$ cat config.mk
export PLATFORM = sky130hd
export DESIGN_NAME = selectable_fir_sample_filter_flat
export DESIGN_NICKNAME = d
export VERILOG_FILES = /design/src/hdl/sfsf_pkg.sv /design/src/hdl/sfsf_cfg_if.sv /design/src/hdl/sfsf_item_if.sv /design/src/hdl/sfsf_result_if.sv /design/src/hdl/sfsf_dsmul.sv /design/src/hdl/selectable_fir_sample_filter.sv /design/src/flat_wrapper.sv
export SDC_FILE = /design/constraint.sdc
export NUM_CORES = 2
export LEC_CHECK = 0
export CORE_MARGIN = 4
export CORE_UTILIZATION = 51
export DETAILED_ROUTE_END_ITERATION = 10
export DONT_BUFFER_PORTS = 1
export GPL_TIMING_DRIVEN = 1
export PLACE_DENSITY = 0.76
export SYNTH_ARGS = -nofsm -noshare
export SYNTH_HDL_FRONTEND = slang
export SYNTH_SLANG_ARGS = --single-unit
$ cat constraint.sdc
create_clock -name clk -period 6.6 [get_ports clk]
set_clock_uncertainty 0.1 [all_clocks]
set_input_delay 1.32 -clock clk [delete_from_list [all_inputs] [get_ports clk]]
set_output_delay 1.32 -clock clk [all_outputs]
set_load 0.02 [all_outputs]
$ cat src/hdl/sfsf_pkg.sv
// Shared constants, register codes and multiplier handshake types for the FIR sample filter.
`timescale 1ns / 1ps
`default_nettype none
package sfsf_pkg;
	localparam int TAPS_DEF   = 32;
	localparam int SAMPLE_W   = 12;
	localparam int GAIN_W     = 16;
	localparam int VAL_W      = 16;
	localparam int CODE_W     = 12;
	localparam int IDX_W      = 8;
	localparam int CFG_IDX_W  = 3;
	localparam int CFG_DATA_W = 16;

	localparam int MA_W  = 17;
	localparam int MB_W  = 16;
	localparam int MP_W  = 34;
	localparam int DIG_W = 4;
	localparam int ACC_W = 40;

	localparam logic [CFG_IDX_W-1:0] REG_HP_SEL     = 3'd0;
	localparam logic [CFG_IDX_W-1:0] REG_IN_GAIN    = 3'd1;
	localparam logic [CFG_IDX_W-1:0] REG_IN_OFFSET  = 3'd2;
	localparam logic [CFG_IDX_W-1:0] REG_OUT_SCALE  = 3'd3;
	localparam logic [CFG_IDX_W-1:0] REG_OUT_OFFSET = 3'd4;

	localparam logic CMD_FILTER = 1'b0;
	localparam logic CMD_COEF   = 1'b1;

	typedef struct packed {
		logic                   start;
		logic signed [MA_W-1:0] a;
		logic [MB_W-1:0]        b;
		logic                   b_signed;
	} mul_req_t;

	typedef struct packed {
		logic                   done;
		logic signed [MP_W-1:0] prod;
	} mul_rsp_t;
endpackage
`default_nettype wire

$ cat src/hdl/sfsf_cfg_if.sv
// Configuration write channel: register index and data with valid/ready.
`timescale 1ns / 1ps
`default_nettype none
interface sfsf_cfg_if;
	logic                            valid;
	logic                            ready;
	logic [sfsf_pkg::CFG_IDX_W-1:0]  index;
	logic [sfsf_pkg::CFG_DATA_W-1:0] data;

	modport source (output valid, index, data, input ready);
	modport sink (input valid, index, data, output ready);
endinterface
`default_nettype wire

$ cat src/hdl/sfsf_item_if.sv
// Input item channel: sample or coefficient write with valid/ready.
`timescale 1ns / 1ps
`default_nettype none
interface sfsf_item_if;
	logic                                 valid;
	logic                                 ready;
	logic                                 cmd;
	logic [sfsf_pkg::SAMPLE_W-1:0]        sample;
	logic                                 coef_bank;
	logic [sfsf_pkg::IDX_W-1:0]           coef_index;
	logic signed [sfsf_pkg::VAL_W-1:0]    coef_value;

	modport source (output valid, cmd, sample, coef_bank, coef_index, coef_value, input ready);
	modport sink (input valid, cmd, sample, coef_bank, coef_index, coef_value, output ready);
endinterface
`default_nettype wire

$ cat src/hdl/sfsf_result_if.sv
// Result channel: filtered code, filtered value and clip flag with valid/ready.
`timescale 1ns / 1ps
`default_nettype none
interface sfsf_result_if;
	logic                              valid;
	logic                              ready;
	logic [sfsf_pkg::CODE_W-1:0]       filtered_code;
	logic signed [sfsf_pkg::VAL_W-1:0] filtered_value;
	logic                              saturated;

	modport source (output valid, filtered_code, filtered_value, saturated, input ready);
	modport sink (input valid, filtered_code, filtered_value, saturated, output ready);
endinterface
`default_nettype wire

$ cat src/hdl/sfsf_dsmul.sv
// Digit-serial multiplier: signed multiplicand times 16-bit multiplier, one 4-bit digit per cycle.
`timescale 1ns / 1ps
`default_nettype none
module sfsf_dsmul (
	input  wire                 clk,
	input  wire                 arst_n,
	input  sfsf_pkg::mul_req_t  req,
	output sfsf_pkg::mul_rsp_t  rsp
);
	import sfsf_pkg::*;

	localparam int N_DIG = MB_W / DIG_W;
	localparam int CNT_W = $clog2(N_DIG);
	localparam int H_W   = MA_W + DIG_W + 1;

	logic signed [MA_W-1:0]  a_q;
	logic [MB_W-1:0]         b_q;
	logic                    bs_q;
	logic                    run_q;
	logic                    done_q;
	logic [CNT_W-1:0]        cnt_q;
	logic signed [H_W-1:0]   h_q;
	logic [MB_W-1:0]         l_q;
	logic                    last;
	logic signed [DIG_W:0]   ds;
	logic signed [H_W-1:0]   pd;
	logic signed [H_W-1:0]   t;

	assign last = (cnt_q == CNT_W'(N_DIG - 1));
	// top digit of a signed multiplier carries negative weight
	assign ds   = (last && bs_q) ? {b_q[DIG_W-1], b_q[DIG_W-1:0]} : {1'b0, b_q[DIG_W-1:0]};
	assign pd   = a_q * ds;
	assign t    = h_q + pd;

	always_ff @(posedge clk or negedge arst_n) begin
		if (!arst_n) begin
			run_q  <= 1'b0;
			done_q <= 1'b0;
			cnt_q  <= '0;
		end else if (req.start) begin
			run_q  <= 1'b1;
			done_q <= 1'b0;
			cnt_q  <= '0;
		end else if (run_q) begin
			cnt_q  <= cnt_q + 1'b1;
			run_q  <= !last;
			done_q <= last;
		end else begin
			done_q <= 1'b0;
		end
	end

	always_ff @(posedge clk) begin
		if (req.start) begin
			a_q  <= req.a;
			b_q  <= req.b;
			bs_q <= req.b_signed;
			h_q  <= '0;
		end else if (run_q) begin
			b_q <= b_q >> DIG_W;
			h_q <= t >>> DIG_W;
			l_q <= {t[DIG_W-1:0], l_q[MB_W-1:DIG_W]};
		end
	end

	assign rsp.done = done_q;
	assign rsp.prod = {h_q[MP_W-MB_W-1:0], l_q};
endmodule
`default_nettype wire

$ cat src/hdl/selectable_fir_sample_filter.sv
// Top level: sample mapping, TAPS-tap FIR with selectable bank, output rescaling.
// Flow: a sample transfer is mapped, then each tap is read and multiplied on one shared
// digit-serial multiplier, then the filter output is rescaled and registered to the output.
// Items are accepted only while idle, so a new sample waits until the previous result is out.
// Reset: registers to defaults, delay line reads zero until filled; coefficients undefined.
`timescale 1ns / 1ps
`default_nettype none
module selectable_fir_sample_filter #(
	parameter int TAPS = sfsf_pkg::TAPS_DEF
) (
	input  wire              clk,
	input  wire              arst_n,
	sfsf_cfg_if.sink         cfg,
	sfsf_item_if.sink        item,
	sfsf_result_if.source    result
);
	import sfsf_pkg::*;

	localparam int AW = (TAPS > 2) ? $clog2(TAPS) : 1;

	localparam logic [3:0] S_IDLE  = 4'd0;
	localparam logic [3:0] S_MAPGO = 4'd1;
	localparam logic [3:0] S_MAPW  = 4'd2;
	localparam logic [3:0] S_RD    = 4'd3;
	localparam logic [3:0] S_MUL   = 4'd4;
	localparam logic [3:0] S_WAIT  = 4'd5;
	localparam logic [3:0] S_FIN   = 4'd6;
	localparam logic [3:0] S_SCGO  = 4'd7;
	localparam logic [3:0] S_SCW   = 4'd8;
	localparam logic [3:0] S_OUT   = 4'd9;

	logic [3:0]               state_q;
	logic                     hp_sel_q;
	logic [GAIN_W-1:0]        gain_q;
	logic signed [VAL_W-1:0]  in_off_q;
	logic [GAIN_W-1:0]        scale_q;
	logic [CODE_W-1:0]        out_off_q;

	logic [SAMPLE_W-1:0]      sample_q;
	logic signed [VAL_W-1:0]  x_q;
	logic signed [VAL_W-1:0]  y_q;
	logic [CODE_W-1:0]        code_q;
	logic                     sat_q;
	logic signed [ACC_W-1:0]  acc_q;
	logic [AW-1:0]            k_q;
	logic [AW-1:0]            wp_q;
	logic [AW-1:0]            fill_q;

	logic signed [VAL_W-1:0]  cmem [0:2**(AW+1)-1];
	logic signed [VAL_W-1:0]  hmem [0:2**AW-1];
	logic signed [VAL_W-1:0]  coef_rd_q;
	logic signed [VAL_W-1:0]  hist_rd_q;
	logic                     hist_ok_q;

	logic                     ov_q;
	logic [CODE_W-1:0]        res_code_q;
	logic signed [VAL_W-1:0]  res_val_q;
	logic                     res_sat_q;

	mul_req_t                 mreq;
	mul_rsp_t                 mrsp;

	logic                     item_xfer;
	logic                     coef_we;
	logic [AW-1:0]            hist_addr;
	logic signed [17:0]       xs;
	logic signed [VAL_W-1:0]  x_sat;
	logic signed [24:0]       yw;
	logic signed [VAL_W-1:0]  y_sat;
	logic                     y_clip;
	logic signed [22:0]       cs;
	logic [CODE_W-1:0]        c_sat;
	logic                     c_clip;

	sfsf_dsmul u_mul (
		.clk    (clk),
		.arst_n (arst_n),
		.req    (mreq),
		.rsp    (mrsp)
	);

	assign cfg.ready  = 1'b1;
	assign item.ready = (state_q == S_IDLE);
	assign item_xfer  = item.valid && item.ready;
	assign coef_we    = item_xfer && (item.cmd == CMD_COEF) &&
		({1'b0, item.coef_index} < 9'(TAPS));
	assign hist_addr  = wp_q - k_q;

	assign result.valid          = ov_q;
	assign result.filtered_code  = res_code_q;
	assign result.filtered_value = res_val_q;
	assign result.saturated      = res_sat_q;

	// mapped sample, clipped to 16 bits
	assign xs = {{2{in_off_q[VAL_W-1]}}, in_off_q} + {6'b0, mrsp.prod[27:16]};
	always_comb begin
		if (xs[17:15] == 3'b000 || xs[17:15] == 3'b111) begin
			x_sat = xs[VAL_W-1:0];
		end else if (xs[17]) begin
			x_sat = 16'sh8000;
		end else begin
			x_sat = 16'sh7FFF;
		end
	end

	// filter output, Q5.27 down to Q4.12
	assign yw = acc_q[ACC_W-1:15];
	always_comb begin
		y_clip = !(yw[24:15] == '0 || yw[24:15] == '1);
		if (!y_clip) begin
			y_sat = yw[VAL_W-1:0];
		end else if (yw[24]) begin
			y_sat = 16'sh8000;
		end else begin
			y_sat = 16'sh7FFF;
		end
	end

	// rescaled code
	assign cs = {mrsp.prod[MP_W-1], mrsp.prod[MP_W-1:12]} + {11'b0, out_off_q};
	always_comb begin
		c_clip = 1'b0;
		c_sat  = cs[CODE_W-1:0];
		if (cs[22]) begin
			c_clip = 1'b1;
			c_sat  = '0;
		end else if (|cs[21:CODE_W]) begin
			c_clip = 1'b1;
			c_sat  = '1;
		end
	end

	always_comb begin
		mreq = '0;
		case (state_q)
			S_MAPGO: begin
				mreq.start    = 1'b1;
				mreq.a        = {5'b0, sample_q};
				mreq.b        = gain_q;
				mreq.b_signed = 1'b0;
			end
			S_MUL: begin
				mreq.start    = 1'b1;
				if (k_q == '0) begin
					mreq.a = MA_W'(x_q);
				end else if (hist_ok_q) begin
					mreq.a = MA_W'(hist_rd_q);
				end else begin
					mreq.a = '0;
				end
				mreq.b        = coef_rd_q;
				mreq.b_signed = 1'b1;
			end
			S_SCGO: begin
				mreq.start    = 1'b1;
				mreq.a        = MA_W'(y_q);
				mreq.b        = scale_q;
				mreq.b_signed = 1'b0;
			end
			default: mreq = '0;
		endcase
	end

	always_ff @(posedge clk or negedge arst_n) begin
		if (!arst_n) begin
			hp_sel_q  <= 1'b0;
			gain_q    <= 16'd16;
			in_off_q  <= '0;
			scale_q   <= 16'd2048;
			out_off_q <= 12'd2048;
		end else if (cfg.valid && cfg.ready) begin
			case (cfg.index)
				REG_HP_SEL:     hp_sel_q  <= cfg.data[0];
				REG_IN_GAIN:    gain_q    <= cfg.data;
				REG_IN_OFFSET:  in_off_q  <= cfg.data;
				REG_OUT_SCALE:  scale_q   <= cfg.data;
				REG_OUT_OFFSET: out_off_q <= cfg.data[CODE_W-1:0];
				default: ;
			endcase
		end
	end

	always_ff @(posedge clk) begin
		if (coef_we) begin
			cmem[{item.coef_bank, item.coef_index[AW-1:0]}] <= item.coef_value;
		end
		if (state_q == S_FIN) begin
			hmem[wp_q] <= x_q;
		end
		coef_rd_q <= cmem[{hp_sel_q, k_q}];
		hist_rd_q <= hmem[hist_addr];
		hist_ok_q <= (k_q != '0) && (k_q <= fill_q);
	end

	always_ff @(posedge clk or negedge arst_n) begin
		if (!arst_n) begin
			state_q <= S_IDLE;
			k_q     <= '0;
			wp_q    <= '0;
			fill_q  <= '0;
			ov_q    <= 1'b0;
		end else begin
			if (result.valid && result.ready && state_q != S_OUT) begin
				ov_q <= 1'b0;
			end
			case (state_q)
				S_IDLE: begin
					if (item_xfer && item.cmd == CMD_FILTER) begin
						state_q <= S_MAPGO;
					end
				end
				S_MAPGO: state_q <= S_MAPW;
				S_MAPW: begin
					if (mrsp.done) begin
						k_q     <= '0;
						state_q <= S_RD;
					end
				end
				S_RD:  state_q <= S_MUL;
				S_MUL: state_q <= S_WAIT;
				S_WAIT: begin
					if (mrsp.done) begin
						if (k_q == AW'(TAPS - 1)) begin
							state_q <= S_FIN;
						end else begin
							k_q     <= k_q + 1'b1;
							state_q <= S_RD;
						end
					end
				end
				S_FIN: begin
					wp_q <= wp_q + 1'b1;
					if (fill_q != AW'(TAPS - 1)) begin
						fill_q <= fill_q + 1'b1;
					end
					state_q <= S_SCGO;
				end
				S_SCGO: state_q <= S_SCW;
				S_SCW: begin
					if (mrsp.done) begin
						state_q <= S_OUT;
					end
				end
				S_OUT: begin
					if (!ov_q || result.ready) begin
						ov_q    <= 1'b1;
						state_q <= S_IDLE;
					end
				end
				default: state_q <= S_IDLE;
			endcase
		end
	end

	always_ff @(posedge clk) begin
		if (item_xfer) begin
			sample_q <= item.sample;
		end
		if (state_q == S_MAPW && mrsp.done) begin
			x_q   <= x_sat;
			acc_q <= '0;
		end
		if (state_q == S_WAIT && mrsp.done) begin
			acc_q <= acc_q + ACC_W'(mrsp.prod);
		end
		if (state_q == S_FIN) begin
			y_q   <= y_sat;
			sat_q <= y_clip;
		end
		if (state_q == S_SCW && mrsp.done) begin
			code_q <= c_sat;
			sat_q  <= sat_q || c_clip;
		end
		if (state_q == S_OUT && (!ov_q || result.ready)) begin
			res_code_q <= code_q;
			res_val_q  <= y_q;
			res_sat_q  <= sat_q;
		end
	end
endmodule
`default_nettype wire
$ cat src/flat_wrapper.sv
// flat-port wrapper written by rule: the top's interface ports become plain ports
module selectable_fir_sample_filter_flat import sfsf_pkg::*;
#(
	parameter int TAPS = sfsf_pkg::TAPS_DEF
)
  (clk, arst_n, cfg_valid, cfg_index, cfg_data, cfg_ready, item_valid, item_cmd, item_sample, item_coef_bank, item_coef_index, item_coef_value, item_ready, result_valid, result_filtered_code, result_filtered_value, result_saturated, result_ready);
  sfsf_cfg_if cfg_i ();
  sfsf_item_if item_i ();
  sfsf_result_if result_i ();
  input  wire clk;
  input  wire arst_n;
  input wire logic [$bits(cfg_i.valid)-1:0] cfg_valid;
  input wire logic [$bits(cfg_i.index)-1:0] cfg_index;
  input wire logic [$bits(cfg_i.data)-1:0] cfg_data;
  output wire logic [$bits(cfg_i.ready)-1:0] cfg_ready;
  input wire logic [$bits(item_i.valid)-1:0] item_valid;
  input wire logic [$bits(item_i.cmd)-1:0] item_cmd;
  input wire logic [$bits(item_i.sample)-1:0] item_sample;
  input wire logic [$bits(item_i.coef_bank)-1:0] item_coef_bank;
  input wire logic [$bits(item_i.coef_index)-1:0] item_coef_index;
  input wire logic [$bits(item_i.coef_value)-1:0] item_coef_value;
  output wire logic [$bits(item_i.ready)-1:0] item_ready;
  output wire logic [$bits(result_i.valid)-1:0] result_valid;
  output wire logic [$bits(result_i.filtered_code)-1:0] result_filtered_code;
  output wire logic [$bits(result_i.filtered_value)-1:0] result_filtered_value;
  output wire logic [$bits(result_i.saturated)-1:0] result_saturated;
  input wire logic [$bits(result_i.ready)-1:0] result_ready;
  assign cfg_i.valid = cfg_valid;
  assign cfg_i.index = cfg_index;
  assign cfg_i.data = cfg_data;
  assign cfg_ready = cfg_i.ready;
  assign item_i.valid = item_valid;
  assign item_i.cmd = item_cmd;
  assign item_i.sample = item_sample;
  assign item_i.coef_bank = item_coef_bank;
  assign item_i.coef_index = item_coef_index;
  assign item_i.coef_value = item_coef_value;
  assign item_ready = item_i.ready;
  assign result_valid = result_i.valid;
  assign result_filtered_code = result_i.filtered_code;
  assign result_filtered_value = result_i.filtered_value;
  assign result_saturated = result_i.saturated;
  assign result_i.ready = result_ready;
  selectable_fir_sample_filter #(.TAPS(TAPS)) u_core (.clk(clk), .arst_n(arst_n), .cfg(cfg_i), .item(item_i), .result(result_i));
endmodule
# After elaboration in Yosys (flattened, before gate mapping)
# Memory sizes are Yosys's and may differ from the RTL's. A register that Yosys moved wholly into a read port is not among the register bits.
# Index checks and enable logic that the tools add are counted.
# word_totals
ff_bits	280
mem_bits_rw	1536
input_bits	62
output_inout_bits	32
elab_cells	149
n_memories	2
# mem_list
name	depth	width	read_ports	rd_ports_with_merged_regs	write_ports	line	rtl
u_core.cmem	64	16	1	1	1	selectable_fir_sample_filter.sv:49	logic signed [VAL_W-1:0] cmem [0:2**(AW+1)-1];
u_core.hmem	32	16	1	1	1	selectable_fir_sample_filter.sv:50	logic signed [VAL_W-1:0] hmem [0:2**AW-1];
# classes
add_sub_neg	9
n_mul	1
order_cmp	2
eq_ne	25
mux	41
bitwise_logic	2
n_reduce_logical	39
# ops
cell	n
$pmux W35 S3	1
$mux W16	6
$mux W40	2
$add A40 B34 Y40	1
$pmux W4 S10	1
$mux W17	2
$add A22 B13 Y23	1
$add A18 B22 Y22	1
$mul A17 B5 Y22	1
$mux W4	5
$mux W5	4
$add A16 B13 Y17	1
$eq A4 B3 Y1 const B	4
$add A5 B1 Y5 const B	3
$mux W1	15
$reduce_and A2 Y1	7
$logic_and A1 B1 Y1	12
$mux W12	1
$ne A2 B2 Y1 const B	6
$eq A10 B10 Y1 const B	1
$logic_not A10 Y1	1
$pmux W5 S2	1
$reduce_or A10 Y1	1
$eq A4 B2 Y1 const B	2
other kinds (25)	39

# Longest topological paths before layout
# depth
word_depth	6
mapped_depth	20
depth_no_buf	19

# By module
# A second synthesis with hierarchy kept.
# hier_totals
hier_cells	4037
area_unflattened_um2	77259.1
# modules_own_cells
mod	n_inst	cells_each	area_each_um2	seq_area_each_um2
selectable_fir_sample_filter	1	3492	71304.6	52599.2
sfsf_dsmul	1	545	5954.5	1961.9

# Least setup slack after synthesis
# OpenSTA, ideal clock, no wires.
# synth_path
path_type	reg-to-reg
from	register u_core.u_mul.cnt_q[0]
to	register, netlist name u_core.u_mul.h_q[17]
setup_ps	137
arrival_ps	4862
required_ps	6363
slack_ps	1501
path_stages_with_launch	19
n_path_buf	0
period_less_slack_ps	5099
path_cell_list	dfrtp_1 ha_1 nand3_1 or2_2 fa_1 fa_1 fa_1 fa_1 inv_1 fa_1 a21o_1 a21oi_1 o21bai_1 a31o_2 a221oi_1 a21oi_1 a21oi_1 xnor2_1 o22ai_1
# synth_via
elab_chain_len	5
# synth_rtl
item	line	rtl
start: declaration	sfsf_dsmul.sv:21	logic [CNT_W-1:0] cnt_q;
start signal: assignment	sfsf_dsmul.sv:45	cnt_q <= cnt_q + 1'b1;
$eq A2 B2 Y1	sfsf_dsmul.sv:29	assign last = (cnt_q == CNT_W'(N_DIG - 1));
$logic_and A1 B1 Y1	sfsf_dsmul.sv:31	assign ds = (last && bs_q) ? {b_q[DIG_W-1], b_q[DIG_W-1:0]} : {1'b0, b_q[DIG_W-1:0]};
$mux W5	sfsf_dsmul.sv:31	
$mul A17 B5 Y22	sfsf_dsmul.sv:32	assign pd = a_q * ds;
$add A18 B22 Y22	sfsf_dsmul.sv:33	assign t = h_q + pd;
# Every way passes these cells.
# A chain may end at the register's enable or synchronous reset.

# Final worst setup path
# layout_path
from	register u_core.u_mul.cnt_q[0]
to	register, netlist name u_core.u_mul.h_q[17]
# layout_via
elab_chain_len	5
# layout_rtl
item	line
$eq A2 B2 Y1	sfsf_dsmul.sv:29
$logic_and A1 B1 Y1	sfsf_dsmul.sv:31
$mux W5	sfsf_dsmul.sv:31
$mul A17 B5 Y22	sfsf_dsmul.sv:32
$add A18 B22 Y22	sfsf_dsmul.sv:33
# Every way passes these cells.

==> results.md <==
* CP startpoint kind: flop
* Largest area contributor in the netlist: edfxtp_1
* HP Class: in -> async
* CP endpoint kind: flop
* Routed WL at 172500 um
* Internal cell power at 0.02027 W
* Setup violators final at 0
* Via density at 6.121
* First-pass DRT Iterations at 5
* Post-synthesis cell count at 3965
* Ports at 94
* Cell Area, Synth at 76780 sq um
* Reported max-cap violation count at 0
* CP Max Fanout at 3
* Grt total ovfl at 0
* Post-CTS setup buffers at 0
* Synth area leaders: edfxtp_1 67%, mux4_2 15%, dfrtp_1 2.7%
* Max Fclk at 181.7 MHz
* EDFF count, synth at 1711
* CTS Root Cell: clkbuf_16
* Rows at 142
* Area taken by multi-input logic gates at 21040 sq um
* CTS hold repair buffers at 0
* RSZ-0062 raised after global routing: false
* Psw at 0.006755 W
* Leak pwr at 28.32 nW
* Clock Tree Buf Depth at 3
* Post-DP HPWL at 100800 um
* Critical path class: reg -> reg
* Main flop type after synthesis: edfxtp_1
* Clock Latency Late Sink at 800 ps
* H-tree depth at 4
* Register area share after synthesis at 71.02%
* Fin. Hold Viols at 0
* Yosys warning count at 0
* DRC at 0
* Ys async rst share at 4.602%
* Die ar. at 156800 sq um
* Largest net degree at the start of global routing at 110
* Core box area at 149800 sq um
* GPL Wtd Cong at 0.8443
* Die Ht at 396.0 um
* Die width at 396.0 um
* Gr usage total at 22.21%
* Max-slew violations at 0
* DP Cell Count at 5937
* Tcrit/Tclk final at 83.40%
* Count leader, synth: edfxtp_1
* Synth unique cells at 79
* Post-synth top cells: 1711 x edfxtp_1, 496 x mux4_2, 218 x nor2_1, 144 x nand2_1, 138 x inv_1
* Port Buffer Count at 0
* Fin cells at 6261
* CTS tree: yes
* Worst path required time at 7140 ps
* Avg Synthesized Cell Area at 19.36 sq um
* Sequential share of power at 48.8%
* Initial antenna violation count at 9
* Fillers at 10.64k
* Comb pwr share at 14.8%
* Drt first-iter violations at 4103
* Mean routed wirelength per cell at 27.56 um
* Vias post-DR at 38.33k
* Status: complete, no violations
* Flops & latches, synth at 1847
* Total chip power at 0.02702 W
* Clock Sink Count at 1847
* Pwr Density at 316.8 nW/um^2
* Vias in the first global route at 39.27k
* Net Sw Frac at 25.00%
* Clk pin slew, worst setup/hold paths at 60 ps
* Syn-to-layout area delta at 11.07%
* Clock group share of total power at 36.4%
* Starting Density at 51.26%
* Num CTS Buffers at 173
* Placed cell areas at 79690 sq um
* Tmin final at 5504 ps
* Post-cts sizing count at 0
* Worst EP arrival at 6040 ps
* Final #Nets at 4356
* Worst slew margin relative to its limit at 15.76%
* Layout cells sized above 1 at 23.71%
* Post-synth top area share at 66.92%
* Syn Nets at 4225
* Finished Cell Area at 85280 sq um
* DRT antenna net count at 0
* First-pass GRT wire length at 258600 um
* Register area at 54540 sq um
* Worst reg-to-reg setup slack at 1100 ps
* Worst vdd ir at 281.1 uV
* TNS Setup at 0 ps
* Worst-Margin Slew at 1264 ps
## through the flow
stage	utilization (%)	setup WS (ps)	hold WS, ps
after CTS	56.93	1106	70.85
final	56.94	1096	134.8
after detailed placement	53.20	1153	309.0
after global placement	53.20	1230	303.8
after global routing	56.93	812.3	92.67
after floorplan	-	1501	300.3
## cell type report
class	instances	area share (%)
timing repair buffer	133	1.229
tap	2016	2.958
sequential	1847	63.96
antenna	6	0.01761
clock buffer	220	5.428
clock inverter	98	1.115
multi-input combinational	1799	24.67
inverter	142	0.6279
## metal layers
metal | share of wire [%] | global-route usage [%] | wire, um | vias up
met3 | 8.4 | 4.342 | 14550 | 280
met4 | 3.2 | 7.929 | 5544 | 6
met5 | 0.023 | 0 | 40 | -
met2 | 50 | 35.86 | 85420 | 1819
li1 | - | - | - | 16150
met1 | 39 | 30.57 | 66990 | 20070
## sequential cells by signal, indices dropped and copies added (netlist names), 12 cells and up
register and cells:
u_core.sample_q 12, u_core.u_mul.b_q 16, u_core.result.filtered_value 16, u_core.u_mul.l_q 16
u_core.in_off_q 16, u_core.u_mul.a_q 16, u_core.scale_q 16, u_core.out_off_q 12
u_core.hist_rd_q 16, u_core.x_q 16, u_core.y_q 16, u_core.u_mul.h_q 18
u_core.cmem 1024, u_core.acc_q 40, u_core.hmem 512, u_core.coef_rd_q 16
u_core.result.filtered_code 12, u_core.gain_q 16, u_core.code_q 12
## cells by family (layout without fill, tap and decap cells)
| logic type | after synthesis | in the layout | share of synthesized area, % |
|---|---|---|---|
| DFF | 1847 | 1847 | 71.02 |
| muxes | 587 | 587 | 15.86 |
| and+or+nand+nor | 587 | 587 | 3.592 |
| AOI/OAI and AO/OA | 344 | 344 | 2.961 |
| buffers and inverters | 319 | 593 | 1.687 |
| adders and majority gates | 198 | 198 | 3.940 |
| xor gates and xnor gates | 82 | 82 | 0.9354 |
| other | 1 | 7 | 0.004884 |
## worst max-delay path, stage by stage, from the launching register on
cell      delay (ps)
dfrtp_1          360
ha_1             200
nand3_1          120
or2_2            300
fa_1             460
fa_1             530
fa_1             450
fa_1             530
inv_1             60
fa_1             410
a21o_1           190
a21oi_1          220
o21bai_1         130
a31o_2           290
a221oi_1         430
a21oi_1          140
a21oi_1          200
xnor2_1          140
o22ai_1           80
## cell usage in the layout, fill, tap and decap left out, types with 7 or more instances in the layout
cell          n
mux4_2      496
mux2i_1      16
or3_1         7
o21bai_1      8
nor4_1        7
mux2_2       75
a22oi_1      12
buf_4       129
ha_1        124
and2_1       55
nor2_1      207
dfxtp_1      51
dfrtp_1      79
a21oi_1      97
and3_1       20
nand2b_1     21
xor2_1       30
a21o_1       53
clkinv_2     31
clkbuf_1     38
nand3b_1     12
nand3_1      31
clkinv_1     37
a31oi_1      24
nor2_2       11
nor3_1       18
fa_1         72
o21ai_0      69
clkbuf_16   176
a221o_1      14
nand4_1      12
nand2_1     144
o211ai_1      7
inv_1       138
nor2b_1      18
edfxtp_1   1711
or2_2         9
bufinv_16    15
xnor2_1      49
## power groups by stage
stage	logic (W)	registers, W	clock network, W
2_1_floorplan	0.00313	0.0133	0
3_3_place_gp	0.00384	0.0134	0
3_5_place_dp	0.00392	0.0134	0
4_1_cts	0.00396	0.0132	0.00998
5_1_grt	0.00449	0.0132	0.0105
6_report	0.00399	0.0132	0.00984
## path summary, 6_finish.rpt
path | startpoint | endpoint | cells after the start
worst min register to register | u_core.code_q[0]$_SDFFCE_PP0P_ | u_core.result.filtered_code[0]$_DFFE_PP_ | 0
worst max-delay path | u_core.u_mul.cnt_q[0]$_DFFE_PN0P_ | u_core.u_mul.h_q[17]$_SDFFE_PN0P_ | 18
worst min-delay path | arst_n | u_core.result.valid$_DFF_PN0_ | 0
worst max register to register | u_core.u_mul.cnt_q[0]$_DFFE_PN0P_ | u_core.u_mul.h_q[17]$_SDFFE_PN0P_ | 18
min in group clk | u_core.code_q[0]$_SDFFCE_PP0P_ | u_core.result.filtered_code[0]$_DFFE_PP_ | 0
max in group asynchronous | arst_n | u_core.gain_q[4]$_DFFE_PN1P_ | 0
No activity file was read; power rests on OpenSTA's default activity.
